**src/hdl/twg_pkg.sv**
```systemverilog
`default_nettype none

package twg_pkg;

   // field and register widths
   localparam int TIME_BITS      = 24;
   localparam int CFG_BITS       = 23;
   localparam int PHASE_BITS     = 16;
   localparam int GAIN_FRAC_BITS = 15;
   localparam int OUT_BITS       = 16;

   // cordic datapath
   localparam int CORDIC_STEPS = 30;
   localparam int STEP_BITS    = $clog2(CORDIC_STEPS);
   localparam int ANGLE_BITS   = 33;
   localparam logic signed [ANGLE_BITS-1:0] CORDIC_X0 = ANGLE_BITS'(652032874);
   localparam logic signed [ANGLE_BITS-1:0] Q30_ONE   = ANGLE_BITS'(1073741824);

   // rounded gain width: (v << GAIN_FRAC_BITS) >> 31
   localparam int PROD_BITS = ANGLE_BITS + GAIN_FRAC_BITS;
   localparam int GAIN_BITS = PROD_BITS - 31;
   localparam logic [GAIN_BITS-1:0] GAIN_ONE = GAIN_BITS'(1) << GAIN_FRAC_BITS;
   localparam logic [OUT_BITS-1:0]  OUT_MAX  = '1;

   // request to result: front stage, divider cells, cordic cells, output stage
   localparam int PIPE_LATENCY = 1 + PHASE_BITS + CORDIC_STEPS + 1;

   // register indexes
   localparam logic REG_WINDOW_LENGTH = 1'b0;
   localparam logic REG_TAPER_LENGTH  = 1'b1;

   typedef enum logic [1:0] {
      SEL_RAMP,
      SEL_ZERO,
      SEL_FULL
   } gain_sel_type;

   typedef struct packed {
      gain_sel_type            sel;
      logic [CFG_BITS-1:0]     rem;
      logic [CFG_BITS-1:0]     taper;
      logic [PHASE_BITS-1:0]   quo;
   } div_stage_type;

   typedef struct packed {
      gain_sel_type                   sel;
      logic signed [ANGLE_BITS-1:0]   x;
      logic signed [ANGLE_BITS-1:0]   y;
      logic signed [ANGLE_BITS-1:0]   z;
   } cordic_stage_type;

   // atan(2^-i), 2^32 per full turn
   function automatic logic signed [ANGLE_BITS-1:0] atan_entry(input logic [STEP_BITS-1:0] idx);
      logic signed [ANGLE_BITS-1:0] a;
      case (idx)
         5'd0:  a = ANGLE_BITS'(536870912);
         5'd1:  a = ANGLE_BITS'(316933406);
         5'd2:  a = ANGLE_BITS'(167458907);
         5'd3:  a = ANGLE_BITS'(85004756);
         5'd4:  a = ANGLE_BITS'(42667331);
         5'd5:  a = ANGLE_BITS'(21354465);
         5'd6:  a = ANGLE_BITS'(10679838);
         5'd7:  a = ANGLE_BITS'(5340245);
         5'd8:  a = ANGLE_BITS'(2670163);
         5'd9:  a = ANGLE_BITS'(1335087);
         5'd10: a = ANGLE_BITS'(667544);
         5'd11: a = ANGLE_BITS'(333772);
         5'd12: a = ANGLE_BITS'(166886);
         5'd13: a = ANGLE_BITS'(83443);
         5'd14: a = ANGLE_BITS'(41722);
         5'd15: a = ANGLE_BITS'(20861);
         5'd16: a = ANGLE_BITS'(10430);
         5'd17: a = ANGLE_BITS'(5215);
         5'd18: a = ANGLE_BITS'(2608);
         5'd19: a = ANGLE_BITS'(1304);
         5'd20: a = ANGLE_BITS'(652);
         5'd21: a = ANGLE_BITS'(326);
         5'd22: a = ANGLE_BITS'(163);
         5'd23: a = ANGLE_BITS'(81);
         5'd24: a = ANGLE_BITS'(41);
         5'd25: a = ANGLE_BITS'(20);
         5'd26: a = ANGLE_BITS'(10);
         5'd27: a = ANGLE_BITS'(5);
         5'd28: a = ANGLE_BITS'(3);
         5'd29: a = ANGLE_BITS'(1);
         default: a = '0;
      endcase
      return a;
   endfunction

endpackage

`default_nettype wire

```
**src/hdl/twg_div_cell.sv**
```systemverilog
`default_nettype none

module twg_div_cell (
   input  wire logic                   clock,
   input  wire logic                   reset,
   input  wire logic                   valid_i,
   input  wire twg_pkg::div_stage_type data_i,
   output logic                        valid_o,
   output twg_pkg::div_stage_type      data_o
);

   logic                   valid_ff;
   twg_pkg::div_stage_type data_ff;
   twg_pkg::div_stage_type data_in;
   logic [twg_pkg::CFG_BITS:0] rem_dbl;
   logic                   take;

   // one restoring step: doubled remainder against the taper length
   always_comb begin
      rem_dbl = {data_i.rem, 1'b0};
      take    = (rem_dbl >= {1'b0, data_i.taper});
      data_in = data_i;
      if (take) begin
         data_in.rem = twg_pkg::CFG_BITS'(rem_dbl - {1'b0, data_i.taper});
      end else begin
         data_in.rem = rem_dbl[twg_pkg::CFG_BITS-1:0];
      end
      data_in.quo = {data_i.quo[twg_pkg::PHASE_BITS-2:0], take};
   end

   // request valid flag
   always_ff @(posedge clock) begin
      if (reset) begin
         valid_ff <= 1'b0;
      end else begin
         valid_ff <= valid_i;
      end
   end

   // payload
   always_ff @(posedge clock) begin
      data_ff <= data_in;
   end

   assign valid_o = valid_ff;
   assign data_o  = data_ff;

endmodule

`default_nettype wire

```
**config.mk**
```make
export PLATFORM = sky130hd
export DESIGN_NAME = twg_div_cell
export DESIGN_NICKNAME = d
export VERILOG_FILES = /design/src/hdl/twg_pkg.sv /design/src/hdl/twg_div_cell.sv
export SDC_FILE = /design/constraint.sdc
export NUM_CORES = 1
export LEC_CHECK = 0
export BUFFER_PORTS_ARGS = -buffer_cell sky130_fd_sc_hd__clkbuf_2
export CELL_PAD_IN_SITES_DETAIL_PLACEMENT = 1
export CELL_PAD_IN_SITES_GLOBAL_PLACEMENT = 1
export CORE_AREA = 3 3 96 98
export DETAILED_ROUTE_END_ITERATION = 8
export DIE_AREA = 0 0 99 101
export GPL_TIMING_DRIVEN = 0
export PLACE_DENSITY_LB_ADDON = 0.1
export SLEW_MARGIN = 25
export SYNTH_ARGS = -nofsm -noshare
export SYNTH_HDL_FRONTEND = slang
export SYNTH_SLANG_ARGS = --single-unit
```
**constraint.sdc**
```tcl
create_clock -name clock -period 4.8 [get_ports clock]
set_input_delay 0.72 -clock clock [delete_from_list [all_inputs] [get_ports clock]]
set_output_delay 0.72 -clock clock [all_outputs]
set_load 0.01 [all_outputs]
```
Word-level counts from Yosys, hierarchy flattened
Index checks and enable logic that the tools add are counted.

cells by class
  magnitude comparators = 1
  add/subtract/negate cells = 1
  multiplexer cells = 1

operator list
  kind                                                            number
  24-bit by 23-bit greater-or-equal comparator with 1-bit output  1
  23-bit 2-to-1 mux                                               1
  23-bit subtractor                                               1

storage, ports and cells
  flip-flop bits (word level) = 65
  logic and storage cells = 9
  input bits = 67
  output and inout port bits = 65

Depth between registers and ports, before layout
  depth after elaboration = 2
  depth in mapped cells = 12

Worst setup path before layout
No wires, ideal clock.

  kind = input to register
  from = in data_i[25] (netlist bit)
  to = reg data_ff, in the netlist data_o[46]
  arrival time = 2727 ps
  stages on the path = 11
  slack = 1951 ps
  path buffers = 2
  library setup time = 121 ps
  path through = inv_1 > ha_1 > buf_6 > a21oi_4 > o21ai_2 > o221a_4 > o31ai_4 > and2_4 > inv_4 > buf_12 > mux2_4

RTL lines
  element                 RTL line            RTL
  start: declaration      twg_div_cell.sv:7   input wire twg_pkg::div_stage_type data_i,
  end signal: assignment  twg_div_cell.sv:42  data_ff <= data_in;
  end: declaration        twg_div_cell.sv:13  twg_pkg::div_stage_type data_ff;

==> summary.md <==
| Metric | Value |
|---|---|
| Outcome | `finished, final reports clean` |
| TritonCTS sink count | `65` |
| Max_cap viols | `0` |
| P per Cell Area | `346.7 mW/mm2` |
| Fin nets | `548` |
| Critical path launch point type | `input port` |
| Leak | `2.135 nW` |
| Worst slew margin | `0.3814` |
| Share of layout cells above drive strength 1 | `0.3939` |
| CP Max Fanout | `10` |
| Post-synth EDFFs | `0` |
| Via count | `2869` |
| First-pass DRT Iterations | `4` |
| Synth Register Bits | `65` |
| Actual slew at the worst max-slew pin | `0.9159 ns` |
| # DRC | `0` |
| Most common cell after layout, fill and taps aside | `clkbuf_2` |
| Total CTS buffers | `9` |
| Final Hold Viols | `0` |
| Die width | `99 um` |
| Finished Cell Area | `0.004156 mm2` |
| H-tree Lvls | `3` |
| Post-DR wirelength/cell | `15.29 um` |
| Rows | `34` |
| Most frequent cells in the layout | `clkbuf_2 (131), dfxtp_1 (65), inv_1 (29)` |
| Placed inst area | `0.003976 mm2` |
| CP required | `5.02 ns` |
| Grt total ovfl | `0` |
| Post-Syn Area | `0.003191 mm2` |
| Vias in the first global route | `2840` |
| Post-Route M1 WL | `3834 um` |
| Met2 WL | `4175 um` |
| Wire length on met3 | `610 um` |
| Antenna Cells | `0` |
| CTS tree | `built` |
| Setup Fix Bufs, Post-CTS | `0` |
| Initial detailed-routing violation count | `77` |
| Synth cell types | `62` |
| DP HPWL | `6982 um` |
| Chip height | `101 um` |
| Root buf cell | `clkbuf_8` |
| Yosys Warn Count | `0` |
| Synthesized area per cell | `10.10 um2` |
| RSZ-0062 raised after global routing | `false` |
| Clk buf depth | `2` |
| First-pass GRT wire length | `13790 um` |
| Initial Utilization | `0.3731` |
| DR top layer | `met4` |
| Syn_nets | `407` |
| Setup_tns | `0 ns` |
| Drt total wl | `8715 um` |
| Overall power | `1.441 mW` |
| RePlAce Congestion | `0.8390` |
| Worst Hold Class | `in2reg` |
| Ports | `132` |
| Total global-route track usage | `0.1727` |
| Sequential fraction of the synthesis area | `0.4078` |
| Fin. max-slew vios | `0` |
| Final Critical Period | `3.055 ns` |
| Antenna Nets Post-Route | `0` |
| WP data arrival | `3.28 ns` |
| Achievable clock frequency | `327.3 MHz` |
| Tcrit/Tclk final | `0.6364` |
| Crit Path Class | `in2reg` |
| Synth-to-Final Area Change | `30.27%` |
| Port Buffers | `130` |
| Core area | `0.008551 mm2` |
| Final setup viols | `0` |
| Vias per cell | `5.033` |
| CTS clk-pin slew, worst paths | `0.08 ns` |
| Fin util | `0.4861` |
| Gate Count Post-Synth | `316` |
| Pin count of the biggest net entering global routing | `13` |
| VDD IR max | `0.1281 mV` |
| Initial antenna violation count | `0` |
| Post-cts sizing count | `0` |
| Async S/R FF share, synth | `0` |
| # hold bufs at CTS | `0` |
| Total Die Area | `0.009999 mm2` |
| Main synth FF type | `dfxtp_1` |
| Crit end category | `register` |
## metal layers
| layer | vias up | track usage |
|---|---|---|
| met4 | 0 | 0.04727 |
| met3 | 10 | 0.04291 |
| met2 | 93 | 0.2939 |
| met1 | 1344 | 0.2174 |
| met5 | - | 0 |
| li1 | 1422 | - |
## final cells by class
| class | count | area [um2] |
|---|---|---|
| fillers | 1047 | 4394 |
| multi-input cells | 210 | 1697 |
| flip-flops and latches | 65 | 1301 |
| repair buffers | 130 | 650.6 |
| clock buffers | 10 | 137.6 |
| well taps | 108 | 135.1 |
| inverters | 30 | 115.1 |
| plain buffers | 11 | 77.57 |
| clock inverters | 6 | 42.54 |
## sequential cells by signal, indices dropped and copies added (netlist names)
| signal | count |
|---|---|
| valid_o | 1 |
| data_o | 64 |
## power breakdown
| part | switching, mW | internal [mW] |
|---|---|---|
| Sequential | 0.0147 | 0.599 |
| Clock | 0.224 | 0.202 |
| Combinational | 0.214 | 0.187 |
| Total | 0.453 | 0.988 |
## metrics by stage
stage / setup WS, ns / instances / hold WS (ns)
floorplan: 1.951 / 316 / 0.7477
global placement: 1.411 / 554 / 0.8221
detailed placement: 1.398 / 554 / 0.8247
CTS: 1.750 / 570 / 0.4596
global route: 1.600 / 570 / 0.4532
finish: 1.745 / 570 / 0.4735
## cells by family (layout without fill, tap and decap cells)
| logic type | count (synthesis) | in the layout | share of synthesized area |
|---|---|---|---|
| mux | 15 | 15 | 0.06314 |
| xor+xnor | 16 | 16 | 0.04392 |
| fa+ha+maj | 24 | 24 | 0.09647 |
| compound gates | 85 | 85 | 0.2067 |
| simple gates | 70 | 70 | 0.1216 |
| buf+inv | 41 | 187 | 0.06039 |
| flops | 65 | 65 | 0.4078 |
## critical path: stages
cell	delay (ns)
clkbuf_2	0.09
inv_1	0.04
ha_1	0.28
clkbuf_1	0.19
and4_1	0.25
and3_1	0.21
a21boi_1	0.19
o31ai_4	0.52
and2_4	0.28
inv_4	0.05
buf_12	0.15
mux2_4	0.30
## final timing paths
check,cells after the start,from,endpoint
worst max-delay path,12,data_i[26],data_o[51]$_DFF_P_
worst min-delay path,1,data_i[5],data_o[6]$_DFF_P_
## Yosys cell counts, types with 2 or more instances
cell | instances | area, um2
xor2_1 | 7 | 61.31
nor3_1 | 3 | 15.01
o21bai_1 | 3 | 22.52
nand3_1 | 14 | 70.07
a31o_2 | 2 | 17.52
inv_1 | 29 | 108.9
clkbuf_1 | 4 | 15.01
nor3b_1 | 2 | 15.01
o2111ai_1 | 4 | 35.03
o311a_1 | 2 | 20.02
nand4_1 | 2 | 12.51
and4_1 | 3 | 26.28
o21ai_0 | 9 | 45.04
a211o_1 | 2 | 17.52
o21a_1 | 8 | 60.06
nand2_1 | 17 | 63.81
a21oi_2 | 2 | 17.52
a21boi_0 | 2 | 15.01
buf_6 | 2 | 22.52
and2_1 | 5 | 31.28
mux2_2 | 5 | 56.30
buf_2 | 3 | 15.01
mux2_4 | 9 | 135.1
ha_1 | 23 | 287.8
a31oi_1 | 5 | 31.28
xnor2_1 | 9 | 78.83
o41ai_2 | 2 | 32.53
nor2b_1 | 4 | 25.02
and3_1 | 5 | 31.28
nor2_1 | 8 | 30.03
a21o_1 | 9 | 67.56
a21oi_1 | 14 | 70.07
o31ai_1 | 4 | 30.03
dfxtp_1 | 65 | 1301
nand2b_1 | 2 | 12.51
Power figures use the tool's default switching activity.
