**config.mk**
```make
export PLATFORM = sky130hd
export DESIGN_NAME = twg_cordic_cell
export DESIGN_NICKNAME = d
export VERILOG_FILES = /design/src/hdl/twg_pkg.sv /design/src/hdl/twg_cordic_cell.sv
export SDC_FILE = /design/constraint.sdc
export NUM_CORES = 1
export LEC_CHECK = 0
export ABC_AREA = 1
export BUFFER_PORTS_ARGS = -buffer_cell sky130_fd_sc_hd__clkbuf_2
export CORE_ASPECT_RATIO = 1.4
export CORE_MARGIN = 3
export CORE_UTILIZATION = 55
export DETAILED_ROUTE_END_ITERATION = 16
export GPL_TIMING_DRIVEN = 1
export PLACE_DENSITY = 0.8
export SETUP_SLACK_MARGIN = 0.4
export SLEW_MARGIN = 20
export SYNTH_ARGS = -nofsm -noshare
export SYNTH_HDL_FRONTEND = slang
export SYNTH_SLANG_ARGS = --single-unit
```
**constraint.sdc**
```tcl
create_clock -name clock -period 8.15 [get_ports clock]
set_input_delay 0.4075 -clock clock [delete_from_list [all_inputs] [get_ports clock]]
set_output_delay 0.4075 -clock clock [all_outputs]
set_load 0.01 [all_outputs]
```
**src/hdl/twg_pkg.sv**
```systemverilog
`default_nettype none

package twg_pkg;

   // field and register widths
   localparam int TIME_BITS      = 24;
   localparam int CFG_BITS       = 23;
   localparam int PHASE_BITS     = 16;
   localparam int GAIN_FRAC_BITS = 15;
   localparam int OUT_BITS       = 16;

   // cordic datapath
   localparam int CORDIC_STEPS = 30;
   localparam int STEP_BITS    = $clog2(CORDIC_STEPS);
   localparam int ANGLE_BITS   = 33;
   localparam logic signed [ANGLE_BITS-1:0] CORDIC_X0 = ANGLE_BITS'(652032874);
   localparam logic signed [ANGLE_BITS-1:0] Q30_ONE   = ANGLE_BITS'(1073741824);

   // rounded gain width: (v << GAIN_FRAC_BITS) >> 31
   localparam int PROD_BITS = ANGLE_BITS + GAIN_FRAC_BITS;
   localparam int GAIN_BITS = PROD_BITS - 31;
   localparam logic [GAIN_BITS-1:0] GAIN_ONE = GAIN_BITS'(1) << GAIN_FRAC_BITS;
   localparam logic [OUT_BITS-1:0]  OUT_MAX  = '1;

   // request to result: front stage, divider cells, cordic cells, output stage
   localparam int PIPE_LATENCY = 1 + PHASE_BITS + CORDIC_STEPS + 1;

   // register indexes
   localparam logic REG_WINDOW_LENGTH = 1'b0;
   localparam logic REG_TAPER_LENGTH  = 1'b1;

   typedef enum logic [1:0] {
      SEL_RAMP,
      SEL_ZERO,
      SEL_FULL
   } gain_sel_type;

   typedef struct packed {
      gain_sel_type            sel;
      logic [CFG_BITS-1:0]     rem;
      logic [CFG_BITS-1:0]     taper;
      logic [PHASE_BITS-1:0]   quo;
   } div_stage_type;

   typedef struct packed {
      gain_sel_type                   sel;
      logic signed [ANGLE_BITS-1:0]   x;
      logic signed [ANGLE_BITS-1:0]   y;
      logic signed [ANGLE_BITS-1:0]   z;
   } cordic_stage_type;

   // atan(2^-i), 2^32 per full turn
   function automatic logic signed [ANGLE_BITS-1:0] atan_entry(input logic [STEP_BITS-1:0] idx);
      logic signed [ANGLE_BITS-1:0] a;
      case (idx)
         5'd0:  a = ANGLE_BITS'(536870912);
         5'd1:  a = ANGLE_BITS'(316933406);
         5'd2:  a = ANGLE_BITS'(167458907);
         5'd3:  a = ANGLE_BITS'(85004756);
         5'd4:  a = ANGLE_BITS'(42667331);
         5'd5:  a = ANGLE_BITS'(21354465);
         5'd6:  a = ANGLE_BITS'(10679838);
         5'd7:  a = ANGLE_BITS'(5340245);
         5'd8:  a = ANGLE_BITS'(2670163);
         5'd9:  a = ANGLE_BITS'(1335087);
         5'd10: a = ANGLE_BITS'(667544);
         5'd11: a = ANGLE_BITS'(333772);
         5'd12: a = ANGLE_BITS'(166886);
         5'd13: a = ANGLE_BITS'(83443);
         5'd14: a = ANGLE_BITS'(41722);
         5'd15: a = ANGLE_BITS'(20861);
         5'd16: a = ANGLE_BITS'(10430);
         5'd17: a = ANGLE_BITS'(5215);
         5'd18: a = ANGLE_BITS'(2608);
         5'd19: a = ANGLE_BITS'(1304);
         5'd20: a = ANGLE_BITS'(652);
         5'd21: a = ANGLE_BITS'(326);
         5'd22: a = ANGLE_BITS'(163);
         5'd23: a = ANGLE_BITS'(81);
         5'd24: a = ANGLE_BITS'(41);
         5'd25: a = ANGLE_BITS'(20);
         5'd26: a = ANGLE_BITS'(10);
         5'd27: a = ANGLE_BITS'(5);
         5'd28: a = ANGLE_BITS'(3);
         5'd29: a = ANGLE_BITS'(1);
         default: a = '0;
      endcase
      return a;
   endfunction

endpackage

`default_nettype wire

```
**src/hdl/twg_cordic_cell.sv**
```systemverilog
`default_nettype none

module twg_cordic_cell (
   input  wire logic                              clock,
   input  wire logic                              reset,
   input  wire logic [twg_pkg::STEP_BITS-1:0]     step_idx,
   input  wire logic                              valid_i,
   input  wire twg_pkg::cordic_stage_type         data_i,
   output logic                                   valid_o,
   output twg_pkg::cordic_stage_type              data_o
);

   logic                                  valid_ff;
   twg_pkg::cordic_stage_type             data_ff;
   twg_pkg::cordic_stage_type             data_in;
   logic signed [twg_pkg::ANGLE_BITS-1:0] x_shr;
   logic signed [twg_pkg::ANGLE_BITS-1:0] y_shr;
   logic signed [twg_pkg::ANGLE_BITS-1:0] angle;

   // one rotation step, direction from the sign of the residual angle
   always_comb begin
      x_shr   = data_i.x >>> step_idx;
      y_shr   = data_i.y >>> step_idx;
      angle   = twg_pkg::atan_entry(step_idx);
      data_in = data_i;
      if (!data_i.z[twg_pkg::ANGLE_BITS-1]) begin
         data_in.x = data_i.x - y_shr;
         data_in.y = data_i.y + x_shr;
         data_in.z = data_i.z - angle;
      end else begin
         data_in.x = data_i.x + y_shr;
         data_in.y = data_i.y - x_shr;
         data_in.z = data_i.z + angle;
      end
   end

   // request valid flag
   always_ff @(posedge clock) begin
      if (reset) begin
         valid_ff <= 1'b0;
      end else begin
         valid_ff <= valid_i;
      end
   end

   // payload
   always_ff @(posedge clock) begin
      data_ff <= data_in;
   end

   assign valid_o = valid_ff;
   assign data_o  = data_ff;

endmodule

`default_nettype wire

```
* Word-level counts from Yosys, hierarchy flattened
Memories as Yosys holds them, arrays and structs flattened.
Cells that the tools add are included.
** Storage, ports and cells
- Register bits after elaboration :: 102
- Latch bits :: 0
- Bits in writable memories :: 0
- Memory bits (read-only) :: 960
- Input port bits :: 109
- Output and inout port bits :: 102
- Word-level logic and storage cells :: 15
- Memories kept :: 1
** Memories
- (name not given) :: words 32, bits a word 30, rd ports 1, clocked after memory_dff 0, write ports 0, line twg_pkg.sv:55 : case (idx)
** Operators by class
- Add/sub/neg operators :: 6
- Multipliers :: 0
- Div/mod/pow operators :: 0
- Magnitude comparators :: 0
- Equality and inequality tests :: 0
- Shifts and indexed selects :: 2
- Muxes and demuxes :: 1
- Bitwise gates (word level) :: 0
- Reductions and logical operators :: 0
** Operators by type and width (count)
- $add 33x33->33 :: 3
- $mux 99 :: 1
- $sub 33x33->33 :: 3
- $sshr 33x5->33 :: 2

* Logic depth before layout (Yosys ltp)
- Word-level depth :: 3
- Depth in mapped cells :: 36
- Mapped depth without buffers :: 33

* Least setup slack after synthesis
No wires, ideal clock.
- Kind :: input to register
- Start point :: input step_idx[0] (netlist name)
- End point :: register data_ff (netlist bit data_o[30])
- Setup time :: 0.130 ns
- Arrival :: 3.848 ns
- Required time :: 8.020 ns
- Path slack :: 4.171 ns
- Stages :: 24
- Buffers on the path :: 3
- Cells stage by stage :: buf_6 -> inv_2 -> buf_6 -> buf_6 -> ha_1 -> nand2_1 -> inv_2 -> a21oi_1 -> o21ai_1 -> o21ai_1 -> nand3_1 -> nor2_2 -> nand2_2 -> o21ai_4 -> xnor2_1 -> ha_1 -> nand2_1 -> nor4_1 -> nand2_1 -> o211ai_1 -> nand2_1 -> nand2_1 -> a211oi_1 -> xor2_1
** RTL lines
- from (decl) :: line twg_cordic_cell.sv:6 : input wire logic [twg_pkg::STEP_BITS-1:0] step_idx,
- to (signal assigned) :: line twg_cordic_cell.sv:48 : data_ff <= data_in;
- to (decl) :: line twg_cordic_cell.sv:14 : twg_pkg::cordic_stage_type data_ff;

==> impl_metrics.yaml <==
sta:
  post-route-period-util: 0.6735
  tightest_slew_ps: 908.7
  report.final.slew_viol_count: 0
  setup_violations: 0
  maxClockFrequency_mhz: 182.2
  grt_setup_unrepaired: "false"
  final.setup.worst_slack_ps: 2661
  fin_setup_tns_ps: 0
  hold_viol: 0
  maxSlewHeadroom: 0.3933
  timing.final.crit_period_ps: 5489
layout:
  area_delta_synth_final_pct: 10.18
  finalNetCount: 2792
  finalNonFillerCells: 2893
  layout-drive-gt1-share: 0.1113
  nFillCells: 2539
  insertedDiodeCount: 0
  post-route-cell-area_sq_mm: 0.01537
yosys:
  synthesis.nets: 2638
  synth-seq-cells: 102
  yosysWarnings: 0
  yosysSeqAreaShare: 0.1464
  synth_cells: 2420
  synthesis.area_sq_mm: 0.01395
  synth_area_per_cell_sq_um: 5.764
  synth_cell_type_count: 53
critical_path:
  worst_setup_path_endpoint: "data_o[62]"
  worstSetupPathType: "primary input to flop"
  critical-path-top-cell-by-count: "sky130_fd_sc_hd__nand2_1"
  cpMaxStageDelayCell: "sky130_fd_sc_hd__nor4_1"
  startpoint_type: "primary input"
  crit_path_dat_ps: 5810
  critPathCaptureType: "flop"
  cp_data_required_time_ps: 8470
  critPathLaunch: "step_idx[2]"
  cp_slowest_stage_delay_ps: 600
  worstPathMaxFanout: 45
clocking:
  root_buf_cell: "sky130_fd_sc_hd__clkbuf_16"
  postCtsResizedCells: 0
  number_of_buffers_created_by_cts: 9
  cts_h_tree_depth: 3
  cts.path.max_buffers: 2
  post_cts_buffers: 0
  holdBufCountCts: 0
  cts_sinks: 102
  tritoncts: "yes"
  worst_setup_hold_path_clk_slew_ps: 90
global_routing:
  grt_total_ovfl: 0
  grt_pass1_vias: 16480
  initial_antenna_violation_count: 0
  globalRouteTotalUtil: 0.3689
  largest_net_degree_at_the_start_of_global_routing: 76
  grt_first_pass_wirelength_microns: 82320
placed_design:
  placed_cells: 2878
  weighted_congestion_at_the_end_of_routability_driven_global_placement: 1.044
  preCtsSetupSlack_ps: 2507
  port_bufs: 210
  hpwlAfterDp_microns: 42590
  placed_area_sq_mm: 0.01508
min_path:
  hp-class: "primary input to flop"
  worstHoldPathCells: 1
route:
  drtAntennaViolNets: 0
  dr.pass1.iters: 9
  drc: 0
  route.detailed.wl_per_inst_microns: 18.20
  drt_wl_total_microns: 52640
  vias: 17180
  vias_per_cell: 5.939
  dr.first_iter.drc_count: 1735
status:
  status: "finished, final reports clean"
run:
  maxCapViolCount: 0
power_and_ir_drop:
  power_per_cell_area_mw_per_mm2: 192.8
  peakVddDrop_uv: 191.6
  static-leakage-power_nw: 8.222
floorplan:
  floorplan.initialDensity: 0.5615
  die_w_microns: 140.6
  placementRows: 68
  io_pins: 211
  design.die.area_sq_mm: 0.02734
  core_area_sq_mm: 0.02484
  die_h_microns: 194.4
synth_stat cells (all sizes together):
| library cell | n | area (sq um) |
|---|---|---|
| inv | 211 | 792.0 |
| nor4 | 11 | 75.07 |
| nand3 | 367 | 1842 |
| o32ai | 1 | 8.760 |
| nand4 | 19 | 118.9 |
| o2111ai | 4 | 35.03 |
| o221a | 1 | 11.26 |
| nand3b | 8 | 60.06 |
| a21boi | 3 | 22.52 |
| a211oi | 8 | 60.06 |
| or2 | 3 | 18.77 |
| buf | 53 | 309.0 |
| xor2 | 112 | 980.9 |
| clkbuf | 27 | 101.4 |
| a211o | 1 | 8.760 |
| a31oi | 15 | 100.1 |
| a21o | 9 | 67.56 |
| nor3 | 27 | 140.1 |
| o21bai | 4 | 30.03 |
| o31ai | 3 | 22.52 |
| o22ai | 2 | 12.51 |
| nor2 | 203 | 799.5 |
| a21oi | 124 | 631.9 |
| a221oi | 2 | 17.52 |
| dfxtp | 102 | 2042 |
| clkinv | 4 | 15.01 |
| o21ai | 97 | 504.2 |
| and3 | 1 | 6.260 |
| and2 | 2 | 12.51 |
| nand2 | 809 | 3069 |
| o21a | 14 | 105.1 |
| ha | 106 | 1326 |
| fa | 3 | 60.06 |
| xnor2 | 50 | 437.9 |
| o211ai | 14 | 105.1 |
power breakdown:
| group | leakage, nW | switching, W | internal (W) |
|---|---|---|---|
| Sequential | 0.861 | 0.0000563 | 0.000716 |
| Clock | 0.134 | 0.000225 | 0.000224 |
| Combinational | 7.23 | 0.00113 | 0.000612 |
| Total | 8.22 | 0.00141 | 0.00155 |
worst max-delay path, delay by kind of cell:
family                     cells  cell delay [ps]
xor gates and xnor gates       2              360
AOI/OAI and AO/OA              3              730
adders and majority gates      2              580
buffers and inverters          5             1270
and+or+nand+nor               17             2400
cell usage in the layout (no fill, tap or decap), drive strengths merged:
cell,Yosys,layout
a211o,1,1
a211oi,8,8
a21boi,3,3
a21o,9,9
a21oi,124,124
a221oi,2,2
a31oi,15,15
and2,2,2
and3,1,1
buf,53,13
clkbuf,27,221
clkinv,4,6
clkinvlp,0,2
dfxtp,102,102
fa,3,3
ha,106,106
inv,211,211
nand2,809,809
nand3,367,367
nand3b,8,8
nand4,19,19
nor2,203,203
nor3,27,27
nor4,11,11
o2111ai,4,4
o211ai,14,14
o21a,14,14
o21ai,97,97
o21bai,4,4
o221a,1,1
o22ai,2,2
o31ai,3,3
o32ai,1,1
or2,3,3
xnor2,50,50
xor2,112,112
flip-flops by register name (all words and copies together) (netlist names):
| register | flops |
|---|---|
| data_o | 101 |
| valid_o | 1 |
per-stage QoR:
step	util	hold WS, ps	total power, W
finish	0.6187	136.7	0.002963
global route	0.6187	132.9	0.003173
CTS	0.6187	131.9	0.002946
detailed placement	0.6072	513.5	0.002492
global placement	0.6072	511.8	0.002471
floorplan	-	435.2	0.001917
logic make-up (layout without fill, tap and decap cells):
kind of cell	Yosys count	in the layout	synth area share
compound gates	302	302	0.1249
xor+xnor	162	162	0.1017
fa+ha+maj	109	109	0.09938
buf+inv	295	453	0.08727
flops	102	102	0.1464
simple gates	1450	1450	0.4403
final cells by class:
cell class | instances | area (sq um) | share of cell area
clock inverters | 4 | 32.53 | 0.002117
well taps | 315 | 394.1 | 0.02564
inverters | 215 | 807.0 | 0.05251
flip-flops and latches | 102 | 2042 | 0.1329
clock buffers | 11 | 252.7 | 0.01644
repair buffers | 223 | 1149 | 0.07473
multi-input cells | 2023 | 10690 | 0.6957
worst min-delay path by stage:
stage / end / startpoint
after floorplan: data_o[100] / data_i[100]
after global placement: data_o[100] / data_i[100]
after detailed placement: data_o[100] / data_i[100]
after CTS: data_o[99] / data_i[99]
after global routing: data_o[99] / data_i[99]
final: data_o[100] / data_i[100]
metal layers:
metal	global-route usage	vias up	routed length, microns
met2	0.6518	951	25670
met3	0.05464	246	4043
met5	0	-	0
met1	0.4141	7713	19500
li1	-	8271	-
met4	0.2205	0	3435
Power figures use the tool's default switching activity.
